==> config.mk <==
export PLATFORM = sky130hd
export DESIGN_NAME = numeric_field_classifier
export DESIGN_NICKNAME = d
export VERILOG_FILES = /design/src/rtl/nfc_pkg.sv /design/src/rtl/numeric_field_classifier.sv /design/src/rtl/nfc_char_class.sv /design/src/rtl/nfc_state.sv
export SDC_FILE = /design/constraint.sdc
export NUM_CORES = 1
export LEC_CHECK = 0
export BUFFER_PORTS_ARGS = -buffer_cell sky130_fd_sc_hd__buf_2
export CORE_MARGIN = 4
export CORE_UTILIZATION = 50
export CTS_BUF_LIST = sky130_fd_sc_hd__clkbuf_16
export CTS_CLUSTER_DIAMETER = 80
export DETAILED_ROUTE_END_ITERATION = 10
export PLACE_DENSITY = 0.73
export SYNTH_ARGS = -nofsm -noshare
export SYNTH_HDL_FRONTEND = slang
export SYNTH_SLANG_ARGS = --single-unit
==> constraint.sdc <==
create_clock -name clk -period 2.05 [get_ports clk]
set_input_delay 0.1025 -clock clk [delete_from_list [all_inputs] [get_ports clk]]
set_output_delay 0.1025 -clock clk [all_outputs]
set_load 0.02 [all_outputs]
==> src/rtl/nfc_pkg.sv <==
// ----------------------------------------------------------------------------
// Numeric field classifier package
// Character codes, character class and recogniser state types.
// ----------------------------------------------------------------------------
package nfc_pkg;

	localparam logic [7:0] CH_DOT   = 8'h2E;
	localparam logic [7:0] CH_LO_E  = 8'h65;
	localparam logic [7:0] CH_UP_E  = 8'h45;
	localparam logic [7:0] CH_PLUS  = 8'h2B;
	localparam logic [7:0] CH_MINUS = 8'h2D;
	localparam logic [7:0] CH_ZERO  = 8'h30;
	localparam logic [7:0] CH_NINE  = 8'h39;

	typedef struct packed {
		logic is_dot;
		logic is_exp;
		logic is_sign;
		logic is_digit;
	} char_class_t;

	typedef struct packed {
		logic at_field_start;
		logic at_body_start;
		logic body_seen;
		logic dot_seen;
		logic exponent_seen;
		logic exponent_sign_allowed;
		logic field_failed;
	} nfc_flags_t;

	localparam nfc_flags_t FLAGS_CLEAR = '{
		at_field_start:        1'b1,
		at_body_start:         1'b1,
		body_seen:             1'b0,
		dot_seen:              1'b0,
		exponent_seen:         1'b0,
		exponent_sign_allowed: 1'b0,
		field_failed:          1'b0
	};

endpackage

==> src/rtl/numeric_field_classifier.sv <==
// The transaction that carries the last character of a field passes the input
// register, then the result register, from which its result leaves on m_axis.
// Throughput: one character per cycle while the input does not stall, as the flags update for each character taken.
// The input stalls only while a result waits in the output register and the
// input register holds another field end.
// Reset (arst_n low) clears both valid flags and returns the field flags to field start.
// ----------------------------------------------------------------------------
// Numeric field classifier
// Checks a stream of field characters and reports per field whether it
// reads as a decimal number with optional sign, point and exponent.
// ----------------------------------------------------------------------------
module numeric_field_classifier (
	input  logic       clk,
	input  logic       arst_n,
	input  logic       s_axis_tvalid,
	output logic       s_axis_tready,
	input  logic [7:0] s_axis_tdata,   // [7:0] ch
	input  logic       s_axis_tuser,   // [0] no_char
	input  logic       s_axis_tlast,   // field end
	output logic       m_axis_tvalid,
	input  logic       m_axis_tready,
	output logic [7:0] m_axis_tdata    // [0] is_numeric, [7:1] zero
);
	import nfc_pkg::*;

	// input register stage
	logic        valid_s1;
	logic [7:0]  ch_s1;
	logic        no_char_s1;
	logic        last_s1;

	// result register
	logic        out_valid_q;
	logic        out_numeric_q;

	char_class_t cls;
	logic        is_numeric;
	logic        out_free;
	logic        advance_s1;
	logic        load_out;

	// the output register can take a result this cycle
	assign out_free   = !out_valid_q || m_axis_tready;
	// only a field end needs room in the output register
	assign advance_s1 = valid_s1 && (!last_s1 || out_free);
	assign load_out   = advance_s1 && last_s1;

	assign s_axis_tready = !valid_s1 || advance_s1;

	// hold the transaction until the recogniser has taken it
	always_ff @(posedge clk or negedge arst_n) begin
		if (!arst_n) begin
			valid_s1 <= 1'b0;
		end else if (s_axis_tready) begin
			valid_s1 <= s_axis_tvalid;
		end
	end

	always_ff @(posedge clk) begin
		if (s_axis_tready && s_axis_tvalid) begin
			ch_s1      <= s_axis_tdata;
			no_char_s1 <= s_axis_tuser;
			last_s1    <= s_axis_tlast;
		end
	end

	nfc_char_class u_class (
		.ch  (ch_s1),
		.cls (cls)
	);

	nfc_state u_state (
		.clk        (clk),
		.arst_n     (arst_n),
		.step       (advance_s1),
		.cls        (cls),
		.no_char    (no_char_s1),
		.last       (last_s1),
		.is_numeric (is_numeric)
	);

	// result register: load at field end, drop once taken
	always_ff @(posedge clk or negedge arst_n) begin
		if (!arst_n) begin
			out_valid_q <= 1'b0;
		end else if (load_out) begin
			out_valid_q <= 1'b1;
		end else if (m_axis_tready) begin
			out_valid_q <= 1'b0;
		end
	end

	always_ff @(posedge clk) begin
		if (load_out) begin
			out_numeric_q <= is_numeric;
		end
	end

	assign m_axis_tvalid = out_valid_q;
	assign m_axis_tdata  = {7'd0, out_numeric_q};

endmodule

==> src/rtl/nfc_char_class.sv <==
// ----------------------------------------------------------------------------
// Character classifier
// Decodes one character byte into the classes the recogniser cares about.
// ----------------------------------------------------------------------------
module nfc_char_class (
	input  logic [7:0]          ch,
	output nfc_pkg::char_class_t cls
);
	import nfc_pkg::*;

	always_comb begin
		cls.is_dot   = (ch == CH_DOT);
		cls.is_exp   = (ch == CH_LO_E) || (ch == CH_UP_E);
		cls.is_sign  = (ch == CH_PLUS) || (ch == CH_MINUS);
		cls.is_digit = (ch >= CH_ZERO) && (ch <= CH_NINE);
	end

endmodule

==> src/rtl/nfc_state.sv <==
// ----------------------------------------------------------------------------
// Recogniser state
// Holds the per-field flags and updates them for one item per cycle while step is high.
// ----------------------------------------------------------------------------
module nfc_state (
	input  logic                 clk,
	input  logic                 arst_n,
	input  logic                 step,
	input  nfc_pkg::char_class_t cls,
	input  logic                 no_char,
	input  logic                 last,
	output logic                 is_numeric
);
	import nfc_pkg::*;

	nfc_flags_t flags_q;
	nfc_flags_t upd;
	nfc_flags_t flags_d;

	always_comb begin
		logic consumed;
		consumed = 1'b0;
		upd      = flags_q;
		if (!no_char && !flags_q.field_failed) begin
			if (upd.at_field_start) begin
				upd.at_field_start = 1'b0;
				consumed           = cls.is_sign;
			end
			if (!consumed && upd.exponent_sign_allowed) begin
				upd.exponent_sign_allowed = 1'b0;
				consumed                  = cls.is_sign;
			end
			if (!consumed) begin
				upd.at_body_start = 1'b0;
				upd.body_seen     = 1'b1;
				if (cls.is_dot) begin
					if (flags_q.dot_seen)
						upd.field_failed = 1'b1;
					upd.dot_seen = 1'b1;
				end else if (cls.is_exp) begin
					if (flags_q.exponent_seen || flags_q.at_body_start) begin
						upd.field_failed = 1'b1;
					end else begin
						upd.exponent_seen         = 1'b1;
						upd.exponent_sign_allowed = 1'b1;
					end
				end else if (!cls.is_digit) begin
					upd.field_failed = 1'b1;
				end
			end
		end
		is_numeric = !upd.field_failed && upd.body_seen;
		flags_d    = last ? FLAGS_CLEAR : upd;
	end

	always_ff @(posedge clk or negedge arst_n) begin
		if (!arst_n) begin
			flags_q <= FLAGS_CLEAR;
		end else if (step) begin
			flags_q <= flags_d;
		end
	end

endmodule

==> reports/results.ini, run 1 <==
[placed_design]
io_buffer_count=16
hpwl_um=1110
gp_congestion=0.777
dp_slack_ps=386
numPlacedInstances=113
dpl_cell_area_um2=1020

[setup_path]
start_kind=flip-flop
cp-end-kind=flip-flop
worstSetupPathType=flip-flop to flip-flop
arrival_ps=1660
cp_max_fo=5
required_ps=2050

[die]
die_x_um=51.6
ios=24
core_area_um2=1760
fp-row-count=15
fp.dieH_um=51.6
start_util_pct=53.8
die_area_um2=2660

[synthesis]
synth_edf_count=11
synthArstFlopShare_pct=45.0
yosysSeqAreaShare_pct=58.8
yosys_warnings=0
syn_area_um2=948
yosysUniqueCellTypes=29
syn_area_per_cell_um2=12.8
synth_ff_type=edfxtp_1
ys_ff_latch=20
syn-instance-count=74

[final_layout]
finalNonFillerCells=118
design_area_um2=1110
n_fill_cell=138
fin_nets=108
syn_to_final_growth_pct=17.2
drive_above_1_share_pct=30.1
antenna_cells=0
register_area_um2=558
multi_input_area_um2=338

[drt]
routed-wl-met3_um=124
drtIter0Drc=24
ant_nets=0
drc=0
wl_met2_um=739
drtPass1Iterations=4
top_layer=met4
met1_length_um=642
via_per_inst=5.13
wl_um=1520
vias=605
wl_per_cell_um=12.9

[timing]
timing.hold.ws_ps=25.9
clock.fmax_mhz=604
rsz0062_at_grt=false
setup_viol=0
fin_setup_tns_ps=0
fin_crit_sh_pct=80.7
hold_viol_final=0
fin_crit_ps=1650
layout_setup_ws_ps=395
slew_violations=0
finClkSkew_ps=2.16

[clocking]
h-tree-depth=1
clk_latency_ps=250
cts.sinks=20
cts.clk_slew.worst_paths_ps=50
clock-root-buffer=clkbuf_16
cts_buffer_depth=2
cts_setup_buffers=0
cts_resized=0
cts_tree=done
cts_made_buffers=3

[global_route]
grt_max_degree=12
grt_pass1_wl_um=2640
grt_util_all_layers_pct=13.5
grt-ovfl-total=0
grt_pass1_vias=617
antenna_found_initial=0

[min_path]
hold_path.class=input port to flip-flop

[power_and_ir_drop]
p_per_area_nw_per_um2=907
p_leak_uw=0.000463
vdd_ir_drop_max_v=0.000679

[job]
timing.max_cap.violations=0

[outcome]
status=complete, no violations

-- worst max-delay path, cell delays in order, from the launching register on --
cell      delay, ps
edfxtp_1        430
nor4b_4         310
nand4_1         220
nor2b_1         190
o221a_2         260
-- cells in the final DEF, fill, tap and decap left out, drive strengths merged, types with 2 or more instances in the layout --
master	count
buf	16
edfxtp	11
conb	7
dfrtp	7
nand2	6
inv	4
a21oi	4
o21a	3
nand4	3
nor2	3
clkbuf	3
nor4b	3
nand3	2
nand2b	2
nor2b	2
o21ai	2
dfstp	2
o32ai	2
-- path summary, 6_finish.rpt --
check	cells past startpoint	slack, ps	from	to
min in group asynchronous	2	220	arst_n	u_state.flags_q[4]$_DFFE_PN0P_
setup reg to reg	4	400	ch_s1[4]$_DFFE_PP_	out_numeric_q$_DFFE_PP_
hold reg to reg	1	490	u_state.flags_q[3]$_DFFE_PN0P_	u_state.flags_q[3]$_DFFE_PN0P_
setup / recovery	4	400	ch_s1[4]$_DFFE_PP_	out_numeric_q$_DFFE_PP_
hold / removal	1	30	s_axis_tlast	last_s1$_DFFE_PP_
max in group asynchronous	2	1580	arst_n	u_state.flags_q[5]$_DFFE_PN1P_
-- state kept, by name (all words and copies together), names as in the netlist --
name             cells
ch_s1                8
u_state.flags_q      7
last_s1              1
m_axis_tvalid        1
no_char_s1           1
out_numeric_q        1
valid_s1             1
-- synthesized netlist by cell type, drive strengths merged (2+ instances only) --
library cell  number  area share, %
nand4              3            2.0
dfstp              2            5.5
nand2b             2            1.3
nor2b              2            1.3
nor2               3            1.2
a21oi              4            3.3
o21ai              2            1.1
dfrtp              7             18
o32ai              2            2.6
o21a               3            2.4
nand2              6            2.4
inv                4            1.6
nor4b              3            5.9
nand3              2            1.1
buf                8            6.3
edfxtp            11             35
-- where the power goes --
part           internal (uW)  leakage, uW  total [uW]  switching [uW]
Clock                    259    0.0000385         394             134
Combinational           47.6     0.000206         113            65.1
Sequential               472     0.000219         501            28.6
Total                    779     0.000463        1010             228
-- per-stage QoR --
step / power (uW) / utilization (%)
after floorplan: 592 / -
after global placement: 612 / 57.9
after detailed placement: 615 / 57.9
after CTS: 1010 / 63.0
after global routing: 1050 / 63.0
final: 1010 / 63.0
-- area by class of cell --
cell class / instances / area share (%)
timing repair buffer: 17 / 8.11
multi-input combinational: 48 / 30.4
inverter: 4 / 1.35
clock inverter: 1 / 0.338
tap: 25 / 2.82
clock buffer: 3 / 6.76
sequential: 20 / 50.2
-- what timing repair did --
action,CTS,global route
endpoints found under the setup margin,0,0
hold endpoints to repair,9,0
hold buffers,1,0
-- kinds of logic (layout without fill, tap and decap cells) --
kind of cell,after synthesis,in the layout,synth area share (%)
AO/OA/AOI/OAI,14,14,12.1
XOR/XNOR,1,1,0.924
buffers and inverters,12,25,7.92
flip-flops,20,20,58.8
other,1,7,0.395
AND/OR/NAND/NOR,26,26,19.8
-- routing by layer --
layer	global-route usage, %	up-vias
met1	15.8	283
met5	0	-
met4	6.55	0
li1	-	291
met3	3.72	2
met2	22.7	29
No activity file was read; power rests on OpenSTA's default activity.
==> inputs of run 2 (changes only) <==
CORE_UTILIZATION = 46   (was 50)
PLACE_DENSITY = 0.7   (was 0.73)
clock period = 1.41 ns   (was 2.05 ns; I/O delays follow)
==> run 2 against run 1 <==
- setup slack got worse by 560 ps
- highest routed layer unchanged
- the run now ends with negative setup slack left
- largest cell class unchanged
- sequential share of layout area down 9.5 points
- cell area is 23% higher
- sequential power is 45% higher
- via count is 14% higher
==> reports/results.ini, run 2 (same netlist as run 1, synthesis figures left out) <==
[power_and_ir_drop]
vdd_ir_drop_max_v=0.00131  ; +93%
p_per_area_nw_per_um2=1270  ; +40%
p_leak_uw=0.000590  ; +27%
total_power_uw=1730  ; +72%
p_seq_share_pct=41.8  ; -7.9 points
p_sw_uw=360  ; +58%
internal_power_uw=1370  ; +76%
pwr-share-clk_pct=44.6  ; +5.5 points
switching_share_pct=20.8  ; -1.9 points
comb_power_share_pct=13.6  ; +2.4 points

[timing]
fin_crit_ps=1580  ; -77.4 ps
rsz0062_at_grt=true
layout_setup_ws_ps=-167  ; -563 ps
fin_crit_sh_pct=112  ; +31 points
clock.fmax_mhz=634  ; +4.9%
slew_violations=0  ; unchanged
finClkSkew_ps=1.17  ; -0.997 ps
hold_viol_final=0  ; unchanged
setup_viol=5  ; +5

[clocking]
cts_made_buffers=3  ; unchanged
clk_latency_ps=250  ; about the same
cts.sinks=20  ; unchanged
cts_tree=done
cts_buffer_depth=2  ; unchanged
cts.clk_slew.worst_paths_ps=60  ; about the same
clock-root-buffer=clkbuf_16
h-tree-depth=1  ; unchanged

[placed_design]
hpwl_um=1250  ; +12%
io_buffer_count=16  ; unchanged
dpl_cell_area_um2=1120  ; +9.8%
gp_congestion=0.802  ; +3.1%

[final_layout]
largest_reg_flops=8  ; unchanged
regMostFlops=ch_s1
fin_nets=132  ; +22%
drive_above_1_share_pct=40.2  ; +10 points
antenna_cells=0  ; unchanged
layout_commonest_cell=buf_2
syn_to_final_growth_pct=44.3
reg_top3=ch_s1 x8, u_state.flags_q x7
design_area_um2=1370  ; +23%
final_cell_mix=16 x buf_2, 12 x buf_4, 11 x edfxtp_1, 11 x dlygate4sd3_1

[outcome]
status=finished, violations left
violations=negative setup slack

[drt]
wl_per_cell_um=12.7  ; -1.5%
drtPass1Iterations=4  ; unchanged
via_per_inst=4.80  ; -6.4%
drc=0  ; unchanged
vias=691  ; +14%
ant_nets=0  ; unchanged
drtIter0Drc=7  ; -71%
wl_um=1830  ; +20%

[setup_path]
crit_chain=nor4b_4, nand4_1, buf_4, o21a_1, o32ai_2
worstSetupPathType=flip-flop to flip-flop
arrival_ps=1730  ; +70 ps
cp-end-kind=flip-flop
critical-path-top-delay-family=simple AND/OR/NAND/NOR gates
start_kind=flip-flop
cpPeakStageDelay_ps=430  ; about the same
required_ps=1560  ; -490 ps
crit_slowest_cell=edfxtp_1
cp_num_buf_inv=1  ; +1
cp_max_fo=3  ; -2

[die]
ios=24  ; unchanged
fp-row-count=16  ; +1
fp.dieH_um=53.4  ; +3.6%
start_util_pct=48.3  ; -5.4 points
die_area_um2=2850  ; +7.3%
core_area_um2=1960  ; +11%
die_x_um=53.4  ; +3.6%

[global_route]
grt-ovfl-total=0  ; unchanged
grt_util_all_layers_pct=15.0  ; +1.5 points
antenna_found_initial=0  ; unchanged
grt_pass1_vias=699  ; +13%
grt_max_degree=13  ; +1
grt_pass1_wl_um=2920  ; +11%

[job]
timing.max_cap.violations=0  ; unchanged

[min_path]
hold_path.class=input port to flip-flop

## run 2: stage by stage
step	cells	util (%)	setup WS, ps	hold WS, ps	TNS [ps]
floorplan	80	-	-147	-225	-147
global placement	127	57.2	-91.4	-69.7	-171
detailed placement	127	57.2	-137	-66.5	-293
CTS	142	68.4	-152	25.9	-355
global route	144	69.8	-264	40.1	-976
finish	144	69.8	-167	23.6	-475
## run 2: power by group through the flow
stage / Sequential, uW / Clock (uW) / Combinational [uW]
floorplan: 733 / 0 / 131
global placement: 731 / 0 / 198
detailed placement: 734 / 0 / 205
CTS: 724 / 786 / 230
global route: 731 / 813 / 259
finish: 724 / 773 / 237
## run 2: final cells by class
type / instances / area, um^2
fill: 148 / 593
sequential: 20 / 558
multi-input combinational: 48 / 354
timing repair buffer: 41 / 303
clock buffer: 3 / 75.1
tap: 27 / 33.8
clock inverter: 1 / 30.0
inverter: 4 / 15.0
## run 2: worst paths after layout
| check | startpoint | endpoint | slack (ps) | cells after the start |
|---|---|---|---|---|
| worst min-delay path | s_axis_tvalid | valid_s1$_DFFE_PN0N_ | 20 | 2 |
| max in group asynchronous | arst_n | u_state.flags_q[6]$_DFFE_PN1P_ | 970 | 2 |
| min in group asynchronous | arst_n | u_state.flags_q[0]$_DFFE_PN0P_ | 190 | 2 |
| worst max register to register | ch_s1[6]$_DFFE_PP_ | u_state.flags_q[1]$_DFFE_PN0P_ | -170 | 5 |
| worst max-delay path | ch_s1[6]$_DFFE_PP_ | u_state.flags_q[1]$_DFFE_PN0P_ | -170 | 5 |
| worst min register to register | u_state.flags_q[2]$_DFFE_PN0P_ | u_state.flags_q[2]$_DFFE_PN0P_ | 520 | 2 |
## run 2: timing repair
action / in CTS / in global routing
endpoints found under the setup margin: 3 / 6
hold endpoints to repair: 19 / 0
setup buffers: 0 / 2
cloned: 0 / 0
gates resized for setup: 1 / 3
pin swaps: 1 / 3
hold buffers: 11 / 0
## run 2: worst register-to-register path: stages (launching register included)
cell	delay (ps)
edfxtp_1	430
nor4b_4	320
nand4_1	160
buf_4	180
o21a_1	180
o32ai_2	210
## run 2: routing by layer
metal	share of wire, %	global-route usage, %
met2	51	25.1
met1	43	17.0
met3	4.9	5.92
met5	0	0
met4	0.98	5.53
==> inputs of run 3 (changes only) <==
CELL_PAD_IN_SITES_DETAIL_PLACEMENT = 0   (was default)
CELL_PAD_IN_SITES_GLOBAL_PLACEMENT = 2   (was default)
CORE_UTILIZATION = 30   (was 46)
clock period = 1.3 ns   (was 1.41 ns; I/O delays follow)
==> run 3 against run 2 <==
- clock power decreased by 18%
- the flow still finishes with violations (negative setup slack)
- die area increased by 45%
- global-route usage decreased by 5.0 points
- final cell count increased by 17%
- clock-buffer cell count unchanged
- clock skew increased by 0.70 ps
- routed wire length increased by 5.9%
- non-clock buffer count increased by 7
- first-iteration DRC count increased to 2.6 times the previous value
- critical path type unchanged
==> reports/results.ini, run 3 (same netlist as run 1, synthesis figures left out) <==
[final_layout]
regMostFlops=ch_s1
n_fill_cell=283  ; +91%
drive_above_1_share_pct=45.6  ; +5.4 points
largest_reg_flops=8  ; unchanged
fin_nets=140  ; +6.1%
design_area_um2=1450  ; +6.1%
antenna_cells=0  ; unchanged
reg_top3=ch_s1 x8, u_state.flags_q x7
syn_to_final_growth_pct=53.2
final_cell_mix=16 x buf_2, 16 x buf_4, 11 x edfxtp_1, 11 x dlygate4sd3_1, 7 x conb_1

[job]
timing.max_cap.violations=0  ; unchanged

[drt]
via_per_inst=4.24  ; -12%
drtPass1Iterations=4  ; unchanged
wl_per_cell_um=11.5  ; -9.8%
met1_length_um=879  ; +11%
drtIter0Drc=18  ; +11
wl_um=1940  ; +5.9%
drc=0  ; unchanged
top_layer=met4
vias=716  ; +3.6%
ant_nets=0  ; unchanged
wl_met2_um=929  ; +0.43%
routed-wl-met3_um=92  ; +3.4%

[power_and_ir_drop]
p_leak_uw=0.000622  ; +5.4%
internal_power_uw=1320  ; -3.8%
switching_share_pct=23.2  ; +2.5 points
comb_power_share_pct=17.6  ; +4.0 points
p_seq_share_pct=45.7  ; +3.9 points
vdd_ir_drop_max_v=0.000536  ; -59%
pwr-share-clk_pct=36.7  ; -7.9 points
p_per_area_nw_per_um2=1180  ; -6.4%
p_sw_uw=400  ; +11%

[clocking]
cts.clk_slew.worst_paths_ps=50  ; about the same
cts.sinks=20  ; unchanged
clk_latency_ps=250  ; about the same
clock-root-buffer=clkbuf_16
cts_buffer_depth=2  ; unchanged
cts_tree=done
cts_made_buffers=3  ; unchanged
h-tree-depth=1  ; unchanged

[global_route]
grt_pass1_vias=743  ; +6.3%
antenna_found_initial=0  ; unchanged
grt-ovfl-total=0  ; unchanged
grt_pass1_wl_um=3210  ; +9.9%
grt_max_degree=12  ; -1
grt_util_all_layers_pct=10.0  ; -5.0 points

[placed_design]
dpl_cell_area_um2=1170  ; +4.0%
io_buffer_count=16  ; unchanged
dp_slack_ps=-230  ; -92.9 ps
gp_congestion=0.685  ; -15%
hpwl_um=1330  ; +6.4%

[die]
die_x_um=64.2  ; +20%
start_util_pct=31.3  ; -17 points
fp-row-count=20  ; +4
die_area_um2=4120  ; +45%
fp.dieH_um=64.2  ; +20%
core_area_um2=3030  ; +54%
ios=24  ; unchanged

[timing]
layout_setup_ws_ps=-221  ; -53.1 ps
finClkSkew_ps=1.87  ; +0.702 ps
clock.fmax_mhz=658  ; +3.7%
hold_viol_final=0  ; unchanged
slew_violations=0  ; unchanged
setup_viol=8  ; +3
rsz0062_at_grt=true
timing.hold.ws_ps=38.6  ; +15.0 ps
fin_crit_sh_pct=117  ; +5.1 points
fin_crit_ps=1520  ; -56.9 ps

[outcome]
violations=negative setup slack
status=finished, violations left

[setup_path]
cp_max_fo=2  ; -1
crit_chain=nor4b_4, nand4_1, nor2b_1, o221a_2
crit_slowest_cell=edfxtp_1
critical-path-top-delay-family=simple AND/OR/NAND/NOR gates
start_kind=flip-flop
cp-end-kind=flip-flop
arrival_ps=1520  ; -210 ps
cpPeakStageDelay_ps=420  ; about the same
worstSetupPathType=flip-flop to flip-flop
required_ps=1300  ; -260 ps
rrSetupSlack_ps=-220  ; -50 ps
cp_num_buf_inv=0  ; -1

[min_path]
hold_path.class=input port to flip-flop

## run 3: cell count changes in the layout (fill, tap and decap cells not counted)
cell and change:
a21oi_1 -1, a21oi_2 +1, and2_4 +1, buf_4 +4, buf_6 +3, bufinv_16 -1
clkinv_1 +1, dfrtp_1 -1, dfrtp_2 +1, nand3_2 -1, nand3_4 +1, o21ai_0 -1
o21ai_2 +1
## run 3: routing by layer
layer | vias up | track usage, %
li1 | 358 | -
met1 | 335 | 12.6
met2 | 19 | 15.9
met3 | 4 | 2.81
met4 | 0 | 4.75
met5 | - | 0
## run 3: power groups by stage
stage                     Clock (uW)  Sequential (uW)  Combinational [uW]
after CTS                        641              787                 265
after global placement             0              795                 223
final                            632              787                 302
after global routing             673              794                 335
after detailed placement           0              797                 225
after floorplan                    0              797                 144
## run 3: metrics by stage
stage / std cells / setup TNS (ps) / total power (uW) / util [%]
after floorplan: 80 / -537 / 940 / -
after global placement: 146 / -742 / 1020 / 38.6
after detailed placement: 146 / -882 / 1020 / 38.6
after CTS: 164 / -972 / 1690 / 46.2
after global routing: 169 / -1580 / 1800 / 48.0
final: 169 / -946 / 1720 / 48.0
## run 3: worst paths after layout
| kind | startpoint | cells past startpoint | end |
|---|---|---|---|
| setup / recovery | ch_s1[6]$_DFFE_PP_ | 4 | out_numeric_q$_DFFE_PP_ |
| hold / removal | s_axis_tvalid | 2 | valid_s1$_DFFE_PN0N_ |
| setup reg to reg | ch_s1[6]$_DFFE_PP_ | 4 | out_numeric_q$_DFFE_PP_ |
| hold reg to reg | u_state.flags_q[5]$_DFFE_PN1P_ | 1 | u_state.flags_q[5]$_DFFE_PN1P_ |
| max in group asynchronous | arst_n | 2 | u_state.flags_q[6]$_DFFE_PN1P_ |
| min in group asynchronous | arst_n | 2 | u_state.flags_q[3]$_DFFE_PN0P_ |
## run 3: layout make-up
cell class	instances	area (um^2)	share of cell area (%)
Timing Repair Buffer	48	367	25.2
Clock inverter	1	3.75	0.258
Tap cell	44	55.1	3.79
Inverter	4	15.0	1.03
Clock buffer	3	75.1	5.17
Sequential cell	20	559	38.5
Multi-Input combinational cell	49	378	26.0
## run 3: what timing repair did
item                                    4_1_cts  5_1_grt
hold buffers                                 11        0
gates cloned                                  0        1
buffers inserted                              3        4
hold endpoints to repair                     19        0
endpoints found under the setup margin        7       18
pin swaps                                     9        5
gates resized for setup                       5        6
## run 3: worst reg2reg max path, delay by kind of cell, from the launching register on
kind / cells / cell delay (ps)
and+or+nand+nor: 3 / 600
AOI/OAI and AO/OA: 1 / 250
DFF: 1 / 420
